[src/meo_pkg.sv]
// ----------------------------------------------------------------------------
// meo_pkg: shared types and constants for mecanum encoder odometry
// Fixed widths of the serial datapath, register indexes, reset values and the
// Q16.16 saturation helper.
// ----------------------------------------------------------------------------
`default_nettype none

package meo_pkg;

  // Wheel rate magnitude (Q.24 rad/s), saturated to 2^56-1
  localparam int unsigned QuoW   = 56;
  // tick_to_rad_scale * 1e6
  localparam int unsigned KW     = 44;
  localparam int unsigned RpmW   = 28;
  // Signed wheel rate, pair sums, body sums, body sum magnitude
  localparam int unsigned WsW    = 57;
  localparam int unsigned PairW  = 58;
  localparam int unsigned SumW   = 59;
  localparam int unsigned MagW   = 58;
  // radius_quarter * inv_half_track_sum
  localparam int unsigned YawKW  = 40;
  localparam int unsigned RadW   = 16;
  localparam int unsigned CfgW   = 24;

  // 9.549297 in Q4.24
  localparam logic [RpmW-1:0] RpmPerRadQ24 = 28'd160210618;
  localparam logic [19:0]     UsPerS       = 20'd1000000;

  localparam logic [23:0] TickScaleRst = 24'd528818;
  localparam logic [15:0] RadQuartRst  = 16'd1049;
  localparam logic [23:0] InvTrackRst  = 24'd177604;

  typedef enum logic [1:0] {
    CFG_TICK_SCALE     = 2'd0,
    CFG_RADIUS_QUARTER = 2'd1,
    CFG_INV_TRACK      = 2'd2
  } cfg_idx_e;

  typedef enum logic [3:0] {
    ST_IDLE,
    ST_SETUP,
    ST_MUL,
    ST_DIV,
    ST_PAIR,
    ST_SUM,
    ST_ABS,
    ST_SCALE,
    ST_OUT
  } state_e;

  // Sign and magnitude to signed 32-bit, clamped
  function automatic logic [31:0] sat_q16(input logic neg, input logic [MagW-1:0] mag);
    logic [31:0] low;
    low = mag[31:0];
    if (neg) begin
      if (mag > MagW'(64'h8000_0000)) return 32'h8000_0000;
      return 32'd0 - low;
    end
    if (mag > MagW'(64'h7FFF_FFFF)) return 32'h7FFF_FFFF;
    return low;
  endfunction

endpackage

`default_nettype wire

[src/meo_sdiv.sv]
// ----------------------------------------------------------------------------
// meo_sdiv: bit-serial restoring divider with saturated quotient
// Produces a 56-bit quotient one bit per cycle; a numerator whose quotient
// would not fit is detected up front and clamps to all ones.
// ----------------------------------------------------------------------------
`default_nettype none

module meo_sdiv #(
  parameter int unsigned NW = 76
) (
  input  wire logic                     clk_i,
  input  wire logic                     rst_ni,
  input  wire logic                     start_i,
  input  wire logic [NW-1:0]            num_i,
  input  wire logic [31:0]              dt_i,
  output logic                          busy_o,
  output logic [meo_pkg::QuoW-1:0]      quo_o
);

  import meo_pkg::*;

  localparam int unsigned NPW  = (NW > QuoW) ? NW : QuoW + 1;
  localparam int unsigned HW   = NPW - QuoW;
  localparam int unsigned CW   = (HW > 32) ? HW : 32;
  localparam int unsigned CntW = $clog2(QuoW);

  logic [NPW-1:0]  num_pad;
  logic [CW-1:0]   hi_ext;
  logic            hi_ge;
  logic            busy_q;
  logic [CntW-1:0] cnt_q;
  logic [31:0]     rem_q;
  logic [QuoW-1:0] quo_q;
  logic [32:0]     rem2;
  logic [32:0]     rem_sub;
  logic            ge;

  assign num_pad = NPW'(num_i);
  assign hi_ext  = CW'(num_pad[NPW-1:QuoW]);
  // Quotient overflows 56 bits exactly when the top part reaches the divisor
  assign hi_ge   = hi_ext >= CW'(dt_i);

  assign rem2    = {rem_q, quo_q[QuoW-1]};
  assign rem_sub = rem2 - {1'b0, dt_i};
  assign ge      = rem2 >= {1'b0, dt_i};

  always_ff @(posedge clk_i or negedge rst_ni) begin
    if (!rst_ni) begin
      busy_q <= 1'b0;
      cnt_q  <= '0;
    end else if (start_i) begin
      busy_q <= !hi_ge;
      cnt_q  <= '0;
    end else if (busy_q) begin
      if (cnt_q == CntW'(QuoW - 1)) busy_q <= 1'b0;
      cnt_q <= cnt_q + 1'b1;
    end
  end

  always_ff @(posedge clk_i) begin
    if (start_i) begin
      rem_q <= hi_ext[31:0];
      quo_q <= hi_ge ? '1 : num_pad[QuoW-1:0];
    end else if (busy_q) begin
      rem_q <= ge ? rem_sub[31:0] : rem2[31:0];
      quo_q <= {quo_q[QuoW-2:0], ge};
    end
  end

  assign busy_o = busy_q;
  assign quo_o  = quo_q;

endmodule

`default_nettype wire

[config.mk]
export PLATFORM = sky130hd
export DESIGN_NAME = meo_sdiv
export DESIGN_NICKNAME = d
export VERILOG_FILES = /design/src/meo_pkg.sv /design/src/meo_sdiv.sv
export SDC_FILE = /design/constraint.sdc
export NUM_CORES = 1
export LEC_CHECK = 0
export BUFFER_PORTS_ARGS = -buffer_cell sky130_fd_sc_hd__buf_2
export CAP_MARGIN = 20
export CORE_ASPECT_RATIO = 1.5
export CORE_UTILIZATION = 31
export CTS_CLUSTER_DIAMETER = 60
export DETAILED_ROUTE_END_ITERATION = 8
export SKIP_CTS_REPAIR_TIMING = 1
export SYNTH_ARGS = -nofsm -noshare
export SYNTH_HDL_FRONTEND = slang
export SYNTH_SLANG_ARGS = --single-unit
[constraint.sdc]
create_clock -name clk_i -period 3.1 [get_ports clk_i]
set_clock_uncertainty 0.15 [all_clocks]
set_input_delay 0 -clock clk_i [delete_from_list [all_inputs] [get_ports clk_i]]
set_output_delay 0 -clock clk_i [all_outputs]
set_load 0.1 [all_outputs]
# Word-level counts from Yosys, hierarchy flattened
# Cells that the tools add are included.
[classes]
add_sub_neg = 2
n_lt_le_gt_ge = 2
eq_ne = 1
muxes = 11
n_reduce_logical = 2
[op_table]
columns = ["op", "n"]
rows = [
  ["56-bit two-way mux", 3],
  ["20-bit two-way mux", 2],
  ["33-bit by 32-bit >= comparator with 1-bit output", 1],
  ["20-bit by 32-bit >= comparator with 1-bit output", 1],
  ["32-bit two-way mux", 1],
  ["32-bit subtractor", 1],
  ["6-bit two-way mux", 2],
  ["6-bit by 1-bit adder with 6-bit output, second input constant", 1],
  ["6-bit == test, second input constant", 1],
  ["1-bit two-way mux", 3],
  ["2-bit nonzero test", 1],
  ["1-bit zero test", 1],
]
[word_totals]
ff_bits = 95
output_inout_bits = 57
wordCells = 23

# Longest topological paths before layout
# Gate-level depths: netlist of the first run.
[depth]
depth_word = 4
mapped_depth = 14

# Least setup slack after synthesis of the first run
# Ideal clock, no wire load.
[synth_timing]
path_kind = "flip-flop to flip-flop"
from = "reg busy_q (netlist: busy_o)"
to = "reg quo_q[0] (netlist: quo_o[0]), enable pin"
arrival_time_ns = 2.938
required_time_ns = 2.520
path_slack_ns = -0.417
path_stages_with_launch = 4
synth_period_minus_slack_ns = 3.517
path_cell_list = "dfrtp_1 -> clkbuf_1 -> nor2_1 -> inv_1"
[synth_between]
elab_chain_len = 1
[synth_rtl]
columns = ["element", "line", "text"]
rows = [
  ["start, declared", "meo_sdiv.sv:30", "logic busy_q;"],
  ["start signal, assigned", "meo_sdiv.sv:52", "busy_q <= !hi_ge;"],
  ["2-bit nonzero test (no source line)", "--", ""],
  ["end signal, assigned", "meo_sdiv.sv:63", "quo_q <= hi_ge ? '1 : num_pad[QuoW-1:0];"],
  ["end signal, assigned", "meo_sdiv.sv:66", "quo_q <= {quo_q[QuoW-2:0], ge};"],
  ["end, declared", "meo_sdiv.sv:33", "logic [QuoW-1:0] quo_q;"],
]
# Every way passes these cells.
# A chain may end at the register's enable or synchronous reset.

# Worst setup path after layout of the first run
[layout_timing]
from = "reg rem_q[10]"
to = "reg rem_q[19] (data pin)"
[layout_between]
elab_chain_len = 4
elab_cells_between_ends = 5
[layout_rtl]
columns = ["element", "line", "text"]
rows = [
  ["start, declared", "meo_sdiv.sv:32", "logic [31:0] rem_q;"],
  ["start signal, assigned", "meo_sdiv.sv:62", "rem_q <= hi_ext[31:0];"],
  ["start signal, assigned", "meo_sdiv.sv:65", "rem_q <= ge ? rem_sub[31:0] : rem2[31:0];"],
  ["32-bit subtractor or 33-bit by 32-bit >= comparator with 1-bit output (tied branches)", "meo_sdiv.sv:44, meo_sdiv.sv:45", ""],
  ["32-bit two-way mux (*)", "meo_sdiv.sv:65", ""],
  ["20-bit two-way mux (*)", "meo_sdiv.sv:64", "end else if (busy_q) begin"],
  ["20-bit two-way mux (*)", "meo_sdiv.sv:61", "if (start_i) begin"],
]
# Every way passes the cells marked *; elsewhere a longest branch is shown, timed or not. The select of a mux whose other input is x is not followed.

==> results of run 1 <==
-- logic make-up after synthesis --
logic type,count (synthesis)
buf+inv,80
xor+xnor,29
flops,95
compound gates,219
fa+ha+maj,54
simple gates,158
mux,14
-- sequential cells by signal, indices dropped and copies added (netlist names) --
signal / flops
quo_o: 56
cnt_q: 6
busy_o: 1
rem_q: 32
-- synthesized netlist by cell type (6+ instances only) --
cell / count / area share [%]
xnor2_1: 10 / 1.3
o21ai_0: 20 / 1.5
mux2i_1: 7 / 1.1
o21a_1: 10 / 1.2
ha_1: 53 / 10
o21ai_1: 7 / 0.54
o22a_1: 55 / 7.4
nand3_1: 11 / 0.85
dfxtp_1: 12 / 3.7
a211oi_1: 14 / 1.6
inv_1: 49 / 2.8
nand4_1: 13 / 1.2
edfxtp_1: 76 / 35
nand2b_1: 6 / 0.58
buf_2: 9 / 0.69
mux2_2: 6 / 1.0
clkbuf_1: 14 / 0.81
a21o_1: 17 / 2.0
xor2_1: 19 / 2.6
dfrtp_1: 7 / 2.7
a21oi_1: 47 / 3.6
nand2_1: 40 / 2.3
nor2_1: 53 / 3.1
nor3_1: 7 / 0.54
-- layout by cell type (no fill, tap or decap), drive strengths merged, types with 9 or more instances in the layout --
master and n:
a211oi 17, a21o 17, a21oi 48, buf 196
clkbuf 9, dfxtp 12, dlygate4sd3 79, edfxtp 76
ha 53, inv 52, nand2 40, nand3 11
nand4 13, nor2 53, nor3 9, o21a 10
o21ai 29, o22a 55, xnor2 10, xor2 19
-- final cells by class --
cell class,count,area (sq um)
flip-flops and latches,95,2699
multi-input cells,474,3635
well taps,264,330.3
repair buffers,275,1884
clock inverters,7,55.05
fillers,2017,11480
clock buffers,9,225.2
inverters,50,191.4
-- worst max-delay path by stage --
stage                              startpoint  slack, ns  cells after the start                  end
after global placement     rem_q[3]$_DFFE_PP_       0.13                     11   rem_q[0]$_DFFE_PP_
after floorplan           quo_o[55]$_DFFE_PP_      -0.27                     12  rem_q[16]$_DFFE_PP_
after global routing       rem_q[7]$_DFFE_PP_      0.002                     11   rem_q[1]$_DFFE_PP_
final                     rem_q[10]$_DFFE_PP_       0.15                     10  rem_q[19]$_DFFE_PP_
after detailed placement   rem_q[3]$_DFFE_PP_        0.1                     11   rem_q[0]$_DFFE_PP_
after CTS                 rem_q[15]$_DFFE_PP_       0.08                     11   rem_q[0]$_DFFE_PP_
-- metal layers --
layer / track usage [%] / routed length (um)
met1: 18.93 / 7516
met2: 30.28 / 10040
met3: 4.061 / 880
met4: 8.049 / 582
met5: 0 / 0
-- worst max-delay path, cell delays in order, from the launching register on --
cell	delay (ns)
edfxtp_1	0.39
ha_1	0.46
nand2_1	0.12
o21ai_0	0.41
a221oi_4	0.13
o21ai_4	0.13
a31oi_4	0.13
o21ai_2	0.22
buf_4	0.24
a21oi_2	0.07
mux2_2	0.26
-- where the power goes --
| group | switching, mW | internal [mW] | leakage, nW |
|---|---|---|---|
| combinational | 2.84 | 1.76 | 2.85 |
| sequential | 0.210 | 1.76 | 0.978 |
| clock | 0.536 | 0.554 | 0.129 |
| total | 3.58 | 4.08 | 3.95 |
==> run metrics, run 1 <==
status=finished, final reports clean; kind of critical path=reg2reg; global-route wire length before repair=28.81 mm; R2R Path End=rem_q[19]$_DFFE_PP_; vias in the first global route=5,758; Finished Layout Cells=1,174; post-synthesis simple-gate area fraction=11.73%; antenna-violating nets left=0; Worst VDD drop=0.3822 mV; CTS H-Tree Depth=3; Min-Delay Path Class=in2reg; register area share after synthesis=41.45%; nets=1,070; Tmin final=2.951 ns; Worst Tran Pin Value=0.8374 ns; post-synthesis xor/xnor area fraction=3.903%; FF+latch count, synth=95; final core utilization=44.00%; core area=20,500 sq um; Inserted Clock Buffers=9; first drt pass iteration count=4; # diodes=0; ratio of cells with drive above 1 in the final layout=29.34%; PortBufs=167; Reg2Reg Depth=10; P_leak=3.955 nW; routability cong.=0.8539; Final Hold Fails=0; CTS max path bufs=2; RSZ-0062 raised after global routing=no; TritonCTS clock tree=yes; Area after DPL=7924 sq um; Cell Rows=64; EDFF count, synth=76; DR WL/cell=16.20 um; DRT iter0 DRCs=228; CTS Sinks=95; post-synthesis compound-gate area fraction=24.86%; largest net degree at the start of global routing=71; Worst R2R Setup Slack=0.15 ns; Avg Cell Area, Syn=10.03 sq um; die area=21,590 sq um; final period utilization=95.21%; Synth Area in Adders=10.50%; Power Total=7.660 mW; Remaining DRCs=0; I/O pin count=168; final wirelength=19.02 mm; GRT overflow=0; Final Max Slew Viols=0; Mapped Nets=814; dominant synthesized flop cell=edfxtp_1; crit end category=flip-flop; initial core utilization=31.74%; placed cell count=1,079; Synth cell types=73; Die Wd=120.3 um; cells after synthesis=649; worst skew pair latency=0.36 ns; hold path startpoint=dt_i[31]; power density over the cells=849.2 nW/um^2; Mapped Area=6507 sq um; post-synthesis mux area share=2.346%; CTS root buffer=clkbuf_16; final instance area=9020 sq um; YS warnings=0; hold endpoint=rem_q[31]$_SDFFE_PP0P_; Max Fclk=338.8 MHz; WHS=0.1759 ns; Via density=5.073; pre-CTS WS=0.09831 ns; largest family of logic cells by synthesized area=compound AO/OA/AOI/OAI gates; synth-to-layout area growth=38.61%; CP Max Fanout=9; setup ws final=0.1486 ns; Slew Limit Headroom=44.17%; gr usage total=17.08%; vias=5,956; Synth async-reset ratio=7.368%; Critical Path RT=3.07 ns; reg-to-reg startpoint=rem_q[10]$_DFFE_PP_; Setup TNS Final=0 ns; Startpoint Class=flip-flop; hold path cells=6; Worst-path clk slew=0.07 ns; Die Y=179.4 um; number of max-cap violations=0; final setup violation count=0; HPWL after DPL=13.86 mm; Crit path arrival time=2.92 ns; initial antenna violation count=0
Note: power is estimated with default switching activity, not from simulation.
==> run 2, diff against run 1 <==
--- a/config.mk
+++ b/config.mk
@@ -8,6 +8,7 @@
 export BUFFER_PORTS_ARGS = -buffer_cell sky130_fd_sc_hd__buf_2
 export CAP_MARGIN = 20
 export CORE_ASPECT_RATIO = 1.5
+export CORE_MARGIN = 4
 export CORE_UTILIZATION = 31
 export CTS_CLUSTER_DIAMETER = 60
 export DETAILED_ROUTE_END_ITERATION = 8
==> run 2 against run 1 <==
Effect of this change:
- the run now ends with negative hold slack left
- first-iteration DRC count down 15%
- register-to-register slack worse by 0.07 ns
- combinational power up 3%
- core utilization up 0.74 points
- via count up 0.94%
- global-route usage down 1.1 points
- routed wire length up 4.9%
- flip-flop and latch count unchanged
- hold slack worse by 0.20 ns
- non-clock buffer count up 4
- largest power group unchanged
==> run metrics, run 2 (same netlist as run 1, synthesis figures left out) <==
status=finished with violations; failing checks=negative hold slack; power density over the cells=869.2 nW/um^2 (+2.4%); Setup TNS Final=0 ns (unchanged); DRT iter0 DRCs=194 (-15%); Internal=4.320 mW (+6.0%); Worst-path clk slew=0.08 ns (about the same); Startpoint Class=flip-flop; synth-to-layout area growth=40.93%; Crit path arrival time=3.17 ns (+0.25 ns); vias in the first global route=5,924 (+2.9%); clock power share=15.8% (+1.6 points); crit end category=flip-flop; fillcell total=2,026 (+0.45%); Final Hold Fails=1 (+1); GRT overflow=0 (unchanged); I/O pin count=168 (unchanged); ratio of cells with drive above 1 in the final layout=30.31% (+0.97 points); routability cong.=0.8876 (+3.9%); number of max-cap violations=0 (unchanged); die area=23,420 sq um (+8.5%); first drt pass iteration count=4 (unchanged); CTS root buffer=clkbuf_16; nets=1,074 (+0.37%); CP Max Fanout=5 (-4); Final Max Slew Viols=0 (unchanged); Tmin final=3.023 ns (+0.07136 ns); global-route wire length before repair=29.94 mm (+3.9%); final setup violation count=0 (unchanged); CTS max path bufs=2 (unchanged); most common cell after layout, fill and taps aside=buf_2; kind of critical path=reg2reg; CTS H-Tree Depth=3 (unchanged); initial core utilization=31.74% (unchanged); most frequent cells in the layout=buf_2 (166), dlygate4sd3_1 (78), edfxtp_1 (76), o22a_1 (55), nor2_1 (52); vias=6,012 (+0.94%); worst skew pair latency=0.36 ns (about the same); Critical Path RT=3.25 ns (+0.18 ns); Cell Rows=64 (unchanged); final wirelength=19.95 mm (+4.9%); largest net degree at the start of global routing=67 (-5.6%); Remaining DRCs=0 (unchanged); Slew Limit Headroom=42.16% (-2.0 points); gr usage total=15.94% (-1.1 points); DR WL/cell=16.93 um (+4.5%); Finished Layout Cells=1,178 (+0.34%); WHS=-0.02674 ns (-0.2026 ns); HPWL after DPL=14.66 mm (+5.7%); final period utilization=97.51% (+2.3 points); Psw=3.652 mW (+1.9%); sw frac=45.81% (-0.98 points); CTS Sinks=95 (unchanged); Worst Tran Pin Value=0.8676 ns (+0.03015 ns); Comb pwr share=59.3% (-0.7 points); Die Y=185.4 um (+3.3%); Seq pwr share=24.9% (-0.9 points); antenna-violating nets left=0 (unchanged); # diodes=0 (unchanged); initial antenna violation count=1 (+1); P_leak=4.027 nW (+1.8%); Max Fclk=330.8 MHz (-2.4%); flip-flop count of the largest register after layout=56 (unchanged); Worst VDD drop=0.3850 mV (+0.73%); Worst R2R Setup Slack=0.08 ns (-0.07 ns); placed cell count=1,079 (unchanged); TritonCTS clock tree=yes; Inserted Clock Buffers=9 (unchanged); PortBufs=167 (unchanged); core area=20,500 sq um (unchanged); Via density=5.104 (+0.60%); Min-Delay Path Class=in2reg; Die Wd=126.3 um (+5.0%)
run 2: cell types whose count changed in the layout (fill, tap and decap cells not counted), moves of 2 or more:
cell	change
ha_1	-2
buf_12	+2
bufinv_16	+2
ha_4	+2
buf_4	+3
run 2: per-stage QoR:
| stage | hold WS, ns | cell area (sq um) | util, % | worst slack [ns] | total power, mW |
|---|---|---|---|---|---|
| 2_1_floorplan | -0.4456 | 6654 | - | -0.2748 | 5.446 |
| 3_3_place_gp | -0.3029 | 7949 | 38.78 | 0.1362 | 6.479 |
| 3_5_place_dp | -0.3030 | 7949 | 38.78 | 0.06566 | 6.495 |
| 4_1_cts | -0.6815 | 8274 | 40.36 | 0.06200 | 7.779 |
| 5_1_grt | 0.007934 | 9171 | 44.74 | -0.01167 | 8.474 |
| 6_report | -0.02674 | 9171 | 44.74 | 0.07721 | 7.972 |
run 2: worst max-delay path, stage by stage, from the launching register on:
cell      delay, ns
edfxtp_1       0.43
ha_1           0.34
buf_4          0.15
nand2_1        0.13
o21ai_0        0.35
nor3_2         0.10
o21ai_4        0.09
a311oi_2       0.14
o31a_2         0.41
nor3_4         0.19
mux2_4         0.31
a31oi_1        0.16
run 2: layout make-up:
class	count	area [sq um]	area share (%)
clock inverters	7	100.1	1.091
repair buffers	279	1937	21.12
well taps	264	330.3	3.602
clock buffers	9	225.2	2.456
inverters	50	191.4	2.087
multi-input cells	474	3689	40.22
flip-flops and latches	95	2699	29.43
run 2: path summary, 6_finish.rpt:
| check | to | startpoint | depth (start not counted) |
|---|---|---|---|
| max | rem_q[27]$_SDFFE_PP0P_ | rem_q[8]$_DFFE_PP_ | 11 |
| min | cnt_q[0]$_DFFE_PN0P_ | start_i | 2 |
| min in group asynchronous | cnt_q[3]$_DFFE_PN0P_ | rst_ni | 3 |
| max in group asynchronous | busy_o$_DFF_PN0_ | rst_ni | 3 |
| min reg2reg | rem_q[25]$_SDFFE_PP0P_ | rem_q[25]$_SDFFE_PP0P_ | 2 |
| max reg2reg | rem_q[27]$_SDFFE_PP0P_ | rem_q[8]$_DFFE_PP_ | 11 |
run 2: power by group through the flow:
stage	clock [mW]	combinational (mW)	sequential, mW
3_3_place_gp	0	4.48	2.00
2_1_floorplan	0	2.76	2.69
5_1_grt	1.33	5.12	2.02
6_report	1.26	4.72	1.99
3_5_place_dp	0	4.49	2.00
4_1_cts	1.28	4.52	1.98
run 2: routing by layer:
metal	track usage [%]	vias up	wire length (um)
met5	0	-	7
met4	6.913	2	575
met3	3.808	35	882
met2	29.89	148	10790
met1	16.88	2857	7686
li1	-	2970	-
