**config.mk**
```make
export PLATFORM = sky130hd
export DESIGN_NAME = meo_smul
export DESIGN_NICKNAME = d
export VERILOG_FILES = /design/src/meo_smul.sv
export SDC_FILE = /design/constraint.sdc
export NUM_CORES = 1
export LEC_CHECK = 0
export BUFFER_PORTS_ARGS = -buffer_cell sky130_fd_sc_hd__buf_4
export CAP_MARGIN = 10
export CORE_MARGIN = 2
export CORE_UTILIZATION = 59
export DETAILED_ROUTE_END_ITERATION = 7
export PLACE_DENSITY = 0.91
export SYNTH_ARGS = -nofsm -noshare
export SYNTH_HDL_FRONTEND = slang
export SYNTH_SLANG_ARGS = --single-unit
```
**constraint.sdc**
```tcl
create_clock -name clk_i -period 7.1 [get_ports clk_i]
set_clock_uncertainty 0.1 [all_clocks]
set_input_delay 0.71 -clock clk_i [delete_from_list [all_inputs] [get_ports clk_i]]
set_output_delay 0.71 -clock clk_i [all_outputs]
set_load 0.005 [all_outputs]
```
**src/meo_smul.sv**
```systemverilog
// ----------------------------------------------------------------------------
// meo_smul: bit-serial shift-add multiplier
// Retires one bit of b per cycle, LSB first; the adder is only AW+1 bits wide.
// ----------------------------------------------------------------------------
`default_nettype none

module meo_smul #(
  parameter int unsigned AW = 44,
  parameter int unsigned BW = 32
) (
  input  wire logic             clk_i,
  input  wire logic             rst_ni,
  input  wire logic             start_i,
  input  wire logic [AW-1:0]    a_i,
  input  wire logic [BW-1:0]    b_i,
  output logic                  busy_o,
  output logic [AW+BW-1:0]      prod_o
);

  localparam int unsigned CntW = (BW > 1) ? $clog2(BW) : 1;

  logic              busy_q;
  logic [CntW-1:0]   cnt_q;
  logic [AW-1:0]     a_q;
  logic [AW+BW-1:0]  acc_q;
  logic [AW:0]       sum;

  // Upper half accumulates a; lower half holds the unused bits of b
  assign sum = {1'b0, acc_q[AW+BW-1:BW]} + (acc_q[0] ? {1'b0, a_q} : '0);

  always_ff @(posedge clk_i or negedge rst_ni) begin
    if (!rst_ni) begin
      busy_q <= 1'b0;
      cnt_q  <= '0;
    end else if (start_i) begin
      busy_q <= 1'b1;
      cnt_q  <= '0;
    end else if (busy_q) begin
      if (cnt_q == CntW'(BW - 1)) busy_q <= 1'b0;
      cnt_q <= cnt_q + 1'b1;
    end
  end

  always_ff @(posedge clk_i) begin
    if (start_i) begin
      a_q   <= a_i;
      acc_q <= {{AW{1'b0}}, b_i};
    end else if (busy_q) begin
      acc_q <= {sum, acc_q[BW-1:1]};
    end
  end

  assign busy_o = busy_q;
  assign prod_o = acc_q;

endmodule

`default_nettype wire

```
# Yosys cells after proc, flatten, opt, wreduce, memory -nomap -nowiden
# Index checks and enable logic that the tools add are counted.
[classes]
addsub = 2
n_mul = 0
div_mod_pow = 0
magnitude_cmp = 0
n_eq_ne = 1
shift = 0
mux = 8
n_bitwise = 0
reduce_logical = 1
[ops]
columns = ["op", "count"]
rows = [
  ["32-bit 2-to-1 mux", 2],
  ["44-bit by 44-bit adder with 45-bit output", 1],
  ["44-bit 2-to-1 mux", 1],
  ["5-bit 2-to-1 mux", 2],
  ["5-bit by 1-bit adder with 5-bit output, second input constant", 1],
  ["5-bit == test, second input constant", 1],
  ["1-bit 2-to-1 mux", 3],
  ["2-bit nonzero test", 1],
]
[word_totals]
register_bits = 126
latchBits = 0
ram_bits = 0
rom_bits = 0
in_bits = 79
out_inout_bits = 77
wordCells = 17
mem_count = 0

# Logic depth before layout (Yosys ltp)
# Gate-level depths: netlist of the first run.
[depth]
depth_word = 4
mapped_depth = 13
ltp_nobuf = 12

# Least setup slack after synthesis of the first run
# No wires, ideal clock.
[synth_timing]
path_type = "register to register"
start = "register acc_q[0] (netlist: prod_o[0])"
end = "register acc_q[71] (netlist: prod_o[71])"
setup_time_ns = 0.124
arrival_ns = 3.233
required_time_ns = 6.876
setup_slack_ns = 3.643
stages_incl_launch_ff = 14
path_buffers = 1
synth_period_minus_slack_ns = 3.457
path_cell_list = "edfxtp_1 clkbuf_1 and2_1 ha_1 fa_1 a21o_1 a31oi_1 o21a_2 o31ai_2 a2111oi_4 o21bai_2 a311o_1 xnor2_1 o21ai_1"
[synth_via]
elab_chain_cells = 2
[synth_lines]
columns = ["element", "line_no", "text"]
rows = [
  ["start: declaration", "25", "logic [AW+BW-1:0] acc_q;"],
  ["start signal: assignment", "47", "acc_q <= {{AW{1'b0}}, b_i};"],
  ["start signal: assignment", "49", "acc_q <= {sum, acc_q[BW-1:1]};"],
  ["44-bit 2-to-1 mux", "29", "assign sum = {1'b0, acc_q[AW+BW-1:BW]} + (acc_q[0] ? {1'b0, a_q} : '0);"],
  ["44-bit by 44-bit adder with 45-bit output", "29", ""],
]
# No other way between the ends.
# A chain may end at the register's enable or synchronous reset.

# Final worst setup path of the first run
[layout_timing]
start = "register acc_q[0] (netlist: prod_o[0])"
end = "register acc_q[72] (netlist: prod_o[72])"
# Same word-level chain as after synthesis.

==> flow_summary.toml, run 1 <==
[floorplanning]
core_um2 = 11500
std_cell_rows = 39
die_w_um = 113
die_area_um2 = 12700
die_h_um = 113
initial_utilization_pct = 60.7
ios = 156

[detailed_routing]
ant_nets = 0
dr.pass1.iters = 7
routed_wl_um = 17200
viasPerCell = 5.94
vias = 5730
drcViolationCount = 0
drt_iter0_drc = 396
avgRoutedWirePerCell_um = 17.8

[logic_synthesis]
synth_edf_count = 76
synth-main-ff-cell = "edfxtp_1"
synth_warnings = 0
synth_cells = 660
ys_types = 61
ys_seq_area_share_pct = 47.6
postSynthRegisterBits = 126
yosys.area.top_type = "edfxtp_1"
synth_area_um2 = 6970
syn-num-nets = 786
synth_top_area_share_pct = 32.8
ys_top_cells_by_area = "edfxtp_1 (33%), dfxtp_1 (13%), ha_1 (8.3%)"
avgSynthCellArea_um2 = 10.6
async_flop_share_pct = 4.76

[worst_setup_path]
crit_chain = "buf_4 > and2_1 > ha_1 > a21oi_1 > a31oi_1 > a211oi_1 > o21a_1 > o21ai_2 > a31oi_1 > o21ai_0 > a221o_1"
slowest_delay_ps = 750
slowest_stage = "a211oi_1"
rr_worst_depth = 11
end_kind = "flip-flop"
worstPathMaxFanout = 45
arrival_ps = 4120
worstSetupStartpointType = "flip-flop"
crit_required_ps = 7310
crit_type = "reg2reg"
cpMostUsedCell = "a31oi_1"

[placed_design]
port-buffer-count = 155
globalplace.congestion = 0.903
dp.cells = 932
place_area_um2 = 8220
post-place-ws_ps = 3340
dp_hpwl_um = 12100

[power]
power_frac_comb_pct = 29.6
leakagePower_nw = 3.96
p_per_area_nw_per_um2 = 302
ir_drop_mv = 0.298
clock_power_share_pct = 33.6
p_sw_share_pct = 30.5
internal-power_mw = 1.85
seq_power_share_pct = 36.8
power_switching_mw = 0.814
finalPower_mw = 2.67

[clocking]
cts_max_path_buffers = 2
cts_tree = "yes"
cts_sinks = 126
worst_skew_pair.late_latency_ps = 430
root_buffer = "clkbuf_16"
clkTransAtPathRegs_ps = 60
cts-htree-levels = 4
cts_setup_buffers = 0
cts_buffers = 17

[grt]
antenna_found_initial = 0
grt_pass1_wl_um = 27900
grt_usage_pct = 27.6
grt_pass1_vias = 5853
grt_overflow = 0
grt_max_degree = 84

[sta]
fin_ws_ps = 3190
worst_pin_slew_ps = 1170
finalSetupTns_ps = 0
period_needed_ps = 3910
max_freq_mhz = 256
rsz0062_at_grt = "no"
hold-worst-slack_ps = 360
hold_viol_final = 0
fin_crit_sh_pct = 55.0
maxSlewViolCount = 0
setup_viol_count_final = 0
max_slew_margin_pct = 21.7

[status]
outcome = "completed"

[finish]
num-nets-final = 935
utilization_pct = 77.0
regArea_um2 = 3310
stdcell_count = 965
fin_area_um2 = 8830
antenna_cells = 0
final_common_cell = "buf_4"
fill_cells = 748
multi_input_area_um2 = 3490
syn_to_final_growth_pct = 26.8
final_cell_mix = "buf_4 (159), edfxtp_1 (76), nand2_1 (55), a21oi_1 (50)"
layout-drive-gt1-share_pct = 27.4

[worst_hold_path]
min_path_cells = 1
hold_path.class = "in2reg"

[flow_run]
drv_cap = 0
==> per-layer routing <==
metal	vias to the layer above	track usage (%)	routed length (µm)
li1	2712	-	-
met1	2718	32.0	6690
met2	260	47.9	8780
met3	40	8.59	1390
met4	0	10.2	357
met5	-	0	0
==> critical path, delay by kind of cell (launching register included) <==
family / cells / cell delay [ps]
AND/OR/NAND/NOR: 1 / 200
adder cells (fa/ha/maj): 1 / 370
flip-flops: 1 / 350
buffers and inverters: 1 / 260
AO/OA/AOI/OAI: 8 / 2500
==> repair_timing <==
item                                    4_1_cts  5_1_grt
endpoints found under the setup margin        0        0
hold buffers                                  1        0
endpoints found under the hold margin         6        0
resized for setup                             0        0
==> cells in the mapped netlist (all sizes together), types with 3 or more instances <==
cell    instances
ha             46
edfxtp         76
nand4          14
a21oi          50
nand2b          3
buf             6
nor2b           7
clkbuf         24
o21ai          41
a211oi          5
dfrtp           6
a211o           3
inv            12
mux2           32
dfxtp          44
a31oi           6
and3            3
o31ai           3
nor3            7
nand2          55
o21a            4
nor2           46
a21o           21
o21bai          8
xnor2          24
and2           45
mux2i          18
xor2           14
nand3           7
==> kinds of logic after synthesis <==
group	count (synthesis)	share of synthesized area (%)
AO/OA/AOI/OAI	160	14.9
XOR/XNOR	38	4.78
adder cells (fa/ha/maj)	47	8.55
buffers and inverters	42	2.39
flip-flops	126	47.6
multiplexers	50	7.76
AND/OR/NAND/NOR	197	14.0
==> path summary, 6_finish.rpt <==
check | start | endpoint | slack (ps)
setup / recovery | prod_o[0]$_DFFE_PP_ | prod_o[72]$_SDFFE_PP0P_ | 3190
hold / removal | a_i[2] | a_q[2]$_DFFE_PP_ | 360
setup reg to reg | prod_o[0]$_DFFE_PP_ | prod_o[72]$_SDFFE_PP0P_ | 3190
hold reg to reg | prod_o[45]$_SDFFE_PP0P_ | prod_o[45]$_SDFFE_PP0P_ | 380
max in group asynchronous | rst_ni | busy_o$_DFF_PN0_ | 6230
min in group asynchronous | rst_ni | cnt_q[3]$_DFFE_PN0P_ | 550
==> layout make-up <==
type	instances	share of cell area, %
Clock buffer	18	4.86
Tap cell	143	2.03
Clock inverter	14	1.97
Timing Repair Buffer	160	13.6
Multi-Input combinational cell	492	39.5
Inverter	12	0.510
Sequential cell	126	37.5
==> sequential cells by signal, summed over array words and instances (netlist names) <==
name / cells
busy_o: 1
prod_o: 76
cnt_q: 5
a_q: 44
==> power by group through the flow <==
| stage | combinational (mW) | clock [mW] | sequential (mW) |
|---|---|---|---|
| 2_1_floorplan | 0.489 | 0 | 0.976 |
| 3_3_place_gp | 0.746 | 0 | 0.987 |
| 3_5_place_dp | 0.771 | 0 | 0.992 |
| 4_1_cts | 0.782 | 0.902 | 0.981 |
| 5_1_grt | 0.865 | 0.931 | 0.993 |
| 6_report | 0.790 | 0.898 | 0.981 |
Power figures use the tool's default switching activity.
==> run 2, diff against run 1 <==
- CORE_UTILIZATION: 59 -> 55
- PLACE_DENSITY: 0.91 -> 0.86
- clock period: 7.1 -> 4.05 ns (I/O delays scaled with it)
==> run 2 against run 1 <==
  * Global-route usage shrank 2.1 points
  * Sequential share of layout area down 0.085 points
  * Fmax grew 5.0%
  * Clock-buffer cell count grew 3
  * Worst setup slack lost 2900 ps
  * Die area up 7.0%
==> flow_summary.toml, run 2 (synthesis results as in run 1) <==
[clocking]
cts_tree = "yes"
worst_skew_pair.late_latency_ps = 420
ctsResizeCount = 0
cts_max_path_buffers = 2
cts_setup_buffers = 0
cts-htree-levels = 4
cts_buffers = 17
root_buffer = "clkbuf_16"
cts_sinks = 126
clkTransAtPathRegs_ps = 60

[sta]
worst_pin_slew_ps = 1130
setup_viol_count_final = 0
period_needed_ps = 3720
maxSlewViolCount = 0
finalSetupTns_ps = 0
max_freq_mhz = 269
rsz0062_at_grt = "no"
hold_viol_final = 0
fin_crit_sh_pct = 91.8
max_slew_margin_pct = 24.7

[finish]
stdcell_count = 996
antenna_cells = 0
num-nets-final = 937
final_cell_mix = "buf_4 (160), edfxtp_1 (76), nand2_1 (55), a21oi_1 (50), ha_1 (46)"
final_common_cell = "buf_4"
largest_reg_flops = 76
syn_to_final_growth_pct = 27.1
fill_cells = 907
layout-drive-gt1-share_pct = 27.5

[grt]
antenna_found_initial = 0
grt_max_degree = 67
grt_pass1_wl_um = 27000
grt_pass1_vias = 5708
grt_usage_pct = 25.5
grt_overflow = 0

[status]
outcome = "completed"

[worst_setup_path]
end_kind = "flip-flop"
crit_chain = "buf_4 > and2_1 > fa_1 > a21o_1 > a31oi_1 > o21a_2 > o31ai_2 > a2111oi_4 > o21bai_2 > a311o_1 > xnor2_1 > o21ai_1"
worstSetupStartpointType = "flip-flop"
crit_type = "reg2reg"
crit_required_ps = 4230
slowest_stage = "a2111oi_4"
worstPathMaxFanout = 26
arrival_ps = 3900
slowest_delay_ps = 620

[placed_design]
dp.cells = 962
port-buffer-count = 155
dp_hpwl_um = 12000
globalplace.congestion = 0.928

[power]
leakagePower_nw = 3.94
p_per_area_nw_per_um2 = 517
ir_drop_mv = 0.424
finalPower_mw = 4.58

[floorplanning]
initial_utilization_pct = 55.9
std_cell_rows = 41
core_um2 = 12500
die_w_um = 117
die_area_um2 = 13600
ios = 156
die_h_um = 117

[detailed_routing]
viasPerCell = 5.66
drt_iter0_drc = 398
routed_wl_um = 17200
ant_nets = 0
avgRoutedWirePerCell_um = 17.2
drcViolationCount = 0
vias = 5640
dr.pass1.iters = 5

[flow_run]
drv_cap = 0

[worst_hold_path]
hold_path.class = "in2reg"
## run 2: cell count changes in the layout (fill, tap and decap cells not counted), moves of 2 or more
cell | previous run | this run
bufinv_16 | 4 | 2
clkinv_4 | 1 | 3
clkinv_2 | 3 | 1
clkinv_1 | 4 | 2
clkbuf_1 | 1 | 4
## run 2: cell type report
class | instances | area, µm² | area share (%)
Clock buffer | 21 | 440 | 4.98
Clock inverter | 11 | 121 | 1.37
Inverter | 12 | 45.0 | 0.509
Multi-Input combinational cell | 492 | 3490 | 39.4
Sequential cell | 126 | 3310 | 37.4
Tap cell | 172 | 215 | 2.43
Timing Repair Buffer | 162 | 1230 | 13.9
## run 2: what timing repair did
item | in CTS | in global routing
hold endpoints to repair | 6 | 0
hold buffers | 1 | 0
setup endpoints to repair | 0 | 0
## run 2: power by group
| group | total (mW) | internal, mW | switching [mW] |
|---|---|---|---|
| Sequential | 1.72 | 1.57 | 0.151 |
| Combinational | 1.38 | 0.671 | 0.710 |
| Clock | 1.48 | 0.902 | 0.575 |
## run 2: per-stage QoR
stage	utilization [%]	cell area [µm²]	setup slack, ps	hold WS [ps]
4_1_cts	70.9	8830	361	49.4
5_1_grt	71.0	8850	160	45.2
2_1_floorplan	-	6970	593	9.41
6_report	71.0	8850	331	54.7
3_3_place_gp	66.3	8260	493	112
3_5_place_dp	66.3	8260	387	114
## run 2: routing by layer
layer,track usage [%],vias to the layer above,share of wire [%]
met4,9.25,0,2.2
met2,44.0,243,49
met1,30.2,2650,41
li1,-,2716,-
met3,7.58,31,7.5
met5,0,-,0
## run 2: worst paths after layout
| check | from | endpoint | slack (ps) | depth (start not counted) |
|---|---|---|---|---|
| worst min-delay path | a_i[6] | a_q[6]$_DFFE_PP_ | 50 | 1 |
| min in group asynchronous | rst_ni | cnt_q[0]$_DFFE_PN0P_ | 240 | 2 |
| worst max register to register | prod_o[0]$_DFFE_PP_ | prod_o[71]$_SDFFE_PP0P_ | 330 | 12 |
| worst max-delay path | prod_o[0]$_DFFE_PP_ | prod_o[71]$_SDFFE_PP0P_ | 330 | 12 |
| worst min register to register | prod_o[44]$_SDFFE_PP0P_ | prod_o[44]$_SDFFE_PP0P_ | 390 | 2 |
| max in group asynchronous | rst_ni | cnt_q[3]$_DFFE_PN0P_ | 3490 | 2 |
## run 2: critical path, delay by kind of cell (launching register included)
family / cells / cell delay, ps
flip-flops: 1 / 400
AO/OA/AOI/OAI: 8 / 2090
buffers and inverters: 1 / 220
adder cells (fa/ha/maj): 1 / 430
XOR/XNOR: 1 / 140
AND/OR/NAND/NOR: 1 / 190
==> run 3, diff against run 2 <==
- CELL_PAD_IN_SITES_DETAIL_PLACEMENT: not set -> 2
- CELL_PAD_IN_SITES_GLOBAL_PLACEMENT: not set -> 2
- CORE_UTILIZATION: 55 -> 34
- PLACE_DENSITY: 0.86 -> not set
- PLACE_DENSITY_LB_ADDON: not set -> 0.1
==> run 3 against run 2 <==
  * Die area up 59%
  * Cell area grew 1.9%
  * Via count up 1.1%
  * Worst hold slack lost 6.4 ps
  * Register-to-register slack hardly changed
  * Sequential share of layout area decreased by 0.68 points
  * Critical endpoint is now prod_o[75]$_SDFFE_PP0P_
  * Highest routed layer unchanged
==> flow_summary.toml, run 3 (synthesis results as in run 1) <==
[status]
outcome = "completed"

[floorplanning]
die_area_um2 = 21600
std_cell_rows = 52
die_h_um = 147
die_w_um = 147
core_um2 = 20200
initial_utilization_pct = 34.5
ios = 156

[placed_design]
dp_hpwl_um = 15600
port-buffer-count = 155
globalplace.congestion = 0.833

[worst_hold_path]
hold_path.class = "in2reg"
min_path_cells = 1
min_from = "a_i[38]"
hold_path_end = "a_q[38]$_DFFE_PP_"

[sta]
period_needed_ps = 3720
setup_viol_count_final = 0
worst_pin_slew_ps = 669
finalSetupTns_ps = 0
hold-worst-slack_ps = 48.3
max_slew_margin_pct = 55.4
hold_viol_final = 0
max_freq_mhz = 269
maxSlewViolCount = 0
fin_crit_sh_pct = 91.9
rsz0062_at_grt = "no"

[power]
ir_drop_mv = 0.238
finalPower_mw = 4.72
p_sw_share_pct = 33.0
p_per_area_nw_per_um2 = 523
power_switching_mw = 1.56
power_frac_comb_pct = 30.6
seq_power_share_pct = 36.3
internal-power_mw = 3.16
leakagePower_nw = 3.97
clock_power_share_pct = 33.0

[clocking]
clkTransAtPathRegs_ps = 60
root_buffer = "clkbuf_16"
cts_buffers = 17
ctsHoldBuffers = 1
worst_skew_pair.late_latency_ps = 430
cts_sinks = 126
cts_max_path_buffers = 2
cts_tree = "yes"
ctsResizeCount = 0
cts_setup_buffers = 0
cts-htree-levels = 4

[finish]
largest_reg_flops = 76
num-nets-final = 940
antenna_cells = 0
final_cell_mix = "buf_4 (164), edfxtp_1 (76), nand2_1 (55), a21oi_1 (50), ha_1 (46)"
final_common_cell = "buf_4"
utilization_pct = 44.7
layout-drive-gt1-share_pct = 28.5
syn_to_final_growth_pct = 29.4

[detailed_routing]
drcViolationCount = 0
drt_iter0_drc = 178
viasPerCell = 5.20
ant_nets = 0
vias = 5701
avgRoutedWirePerCell_um = 19.4
routed_wl_um = 21300
dr.pass1.iters = 4

[grt]
grt_max_degree = 54
grt_pass1_vias = 6514
antenna_found_initial = 0
grt_overflow = 0
grt_usage_pct = 20.4
grt_pass1_wl_um = 34900

[worst_setup_path]
crit_required_ps = 4240
r2r-end = "prod_o[75]$_SDFFE_PP0P_"
r2r-start = "prod_o[0]$_DFFE_PP_"
ff2ff_setup_slack_ps = 330
end_kind = "flip-flop"
worstSetupStartpointType = "flip-flop"
rr_worst_depth = 12
worstPathMaxFanout = 25
arrival_ps = 3920
crit_type = "reg2reg"

[flow_run]
drv_cap = 0
-- run 3: worst max-delay path, cell delays in order, from the launching register on --
cell	delay [ps]
edfxtp_1	400
buf_4	220
and2_1	190
fa_1	440
a21o_1	240
a31oi_1	210
o21a_2	210
o31ai_2	130
a2111oi_4	600
o21bai_2	230
a311o_1	400
a21oi_1	160
nor3_1	70
-- run 3: power groups by stage --
stage | Combinational, mW | Clock, mW | Sequential (mW)
5_1_grt | 1.61 | 1.65 | 1.74
6_report | 1.44 | 1.56 | 1.71
3_5_place_dp | 1.45 | 0 | 1.74
2_1_floorplan | 0.857 | 0 | 1.71
3_3_place_gp | 1.38 | 0 | 1.73
4_1_cts | 1.47 | 1.61 | 1.72
-- run 3: stage by stage --
stage	instance area (µm²)	setup slack, ps	instances
after global placement	8420	404	1064
after detailed placement	8420	322	1064
final	9020	327	1097
after floorplan	6970	593	660
after CTS	9020	269	1097
after global routing	9020	93.2	1097
-- run 3: routing by layer --
metal  vias to the layer above  routed length, µm  track usage [%]
met5                         -                  0                0
met4                         0                308             6.30
met3                        23               1320             6.46
met2                       126              10700             35.6
met1                      2839               8980             24.1
li1                       2713                  -                -
-- run 3: how the worst max path moves through the flow --
stage	start	to	cells after the start
2_1_floorplan	prod_o[0]$_DFFE_PP_	prod_o[71]$_SDFFE_PP0P_	13
3_3_place_gp	prod_o[0]$_DFFE_PP_	prod_o[71]$_SDFFE_PP0P_	12
3_5_place_dp	prod_o[0]$_DFFE_PP_	prod_o[71]$_SDFFE_PP0P_	12
4_1_cts	prod_o[0]$_DFFE_PP_	prod_o[75]$_SDFFE_PP0P_	12
5_1_grt	prod_o[0]$_DFFE_PP_	prod_o[71]$_SDFFE_PP0P_	12
6_report	prod_o[0]$_DFFE_PP_	prod_o[75]$_SDFFE_PP0P_	12
-- run 3: final cells by class --
class	instances	area (µm²)
sequential	126	3310
timing repair buffer	165	1240
clock buffer	18	429
inverter	12	45.0
clock inverter	14	160
fill	2151	11200
multi-input combinational	492	3490
tap	270	338
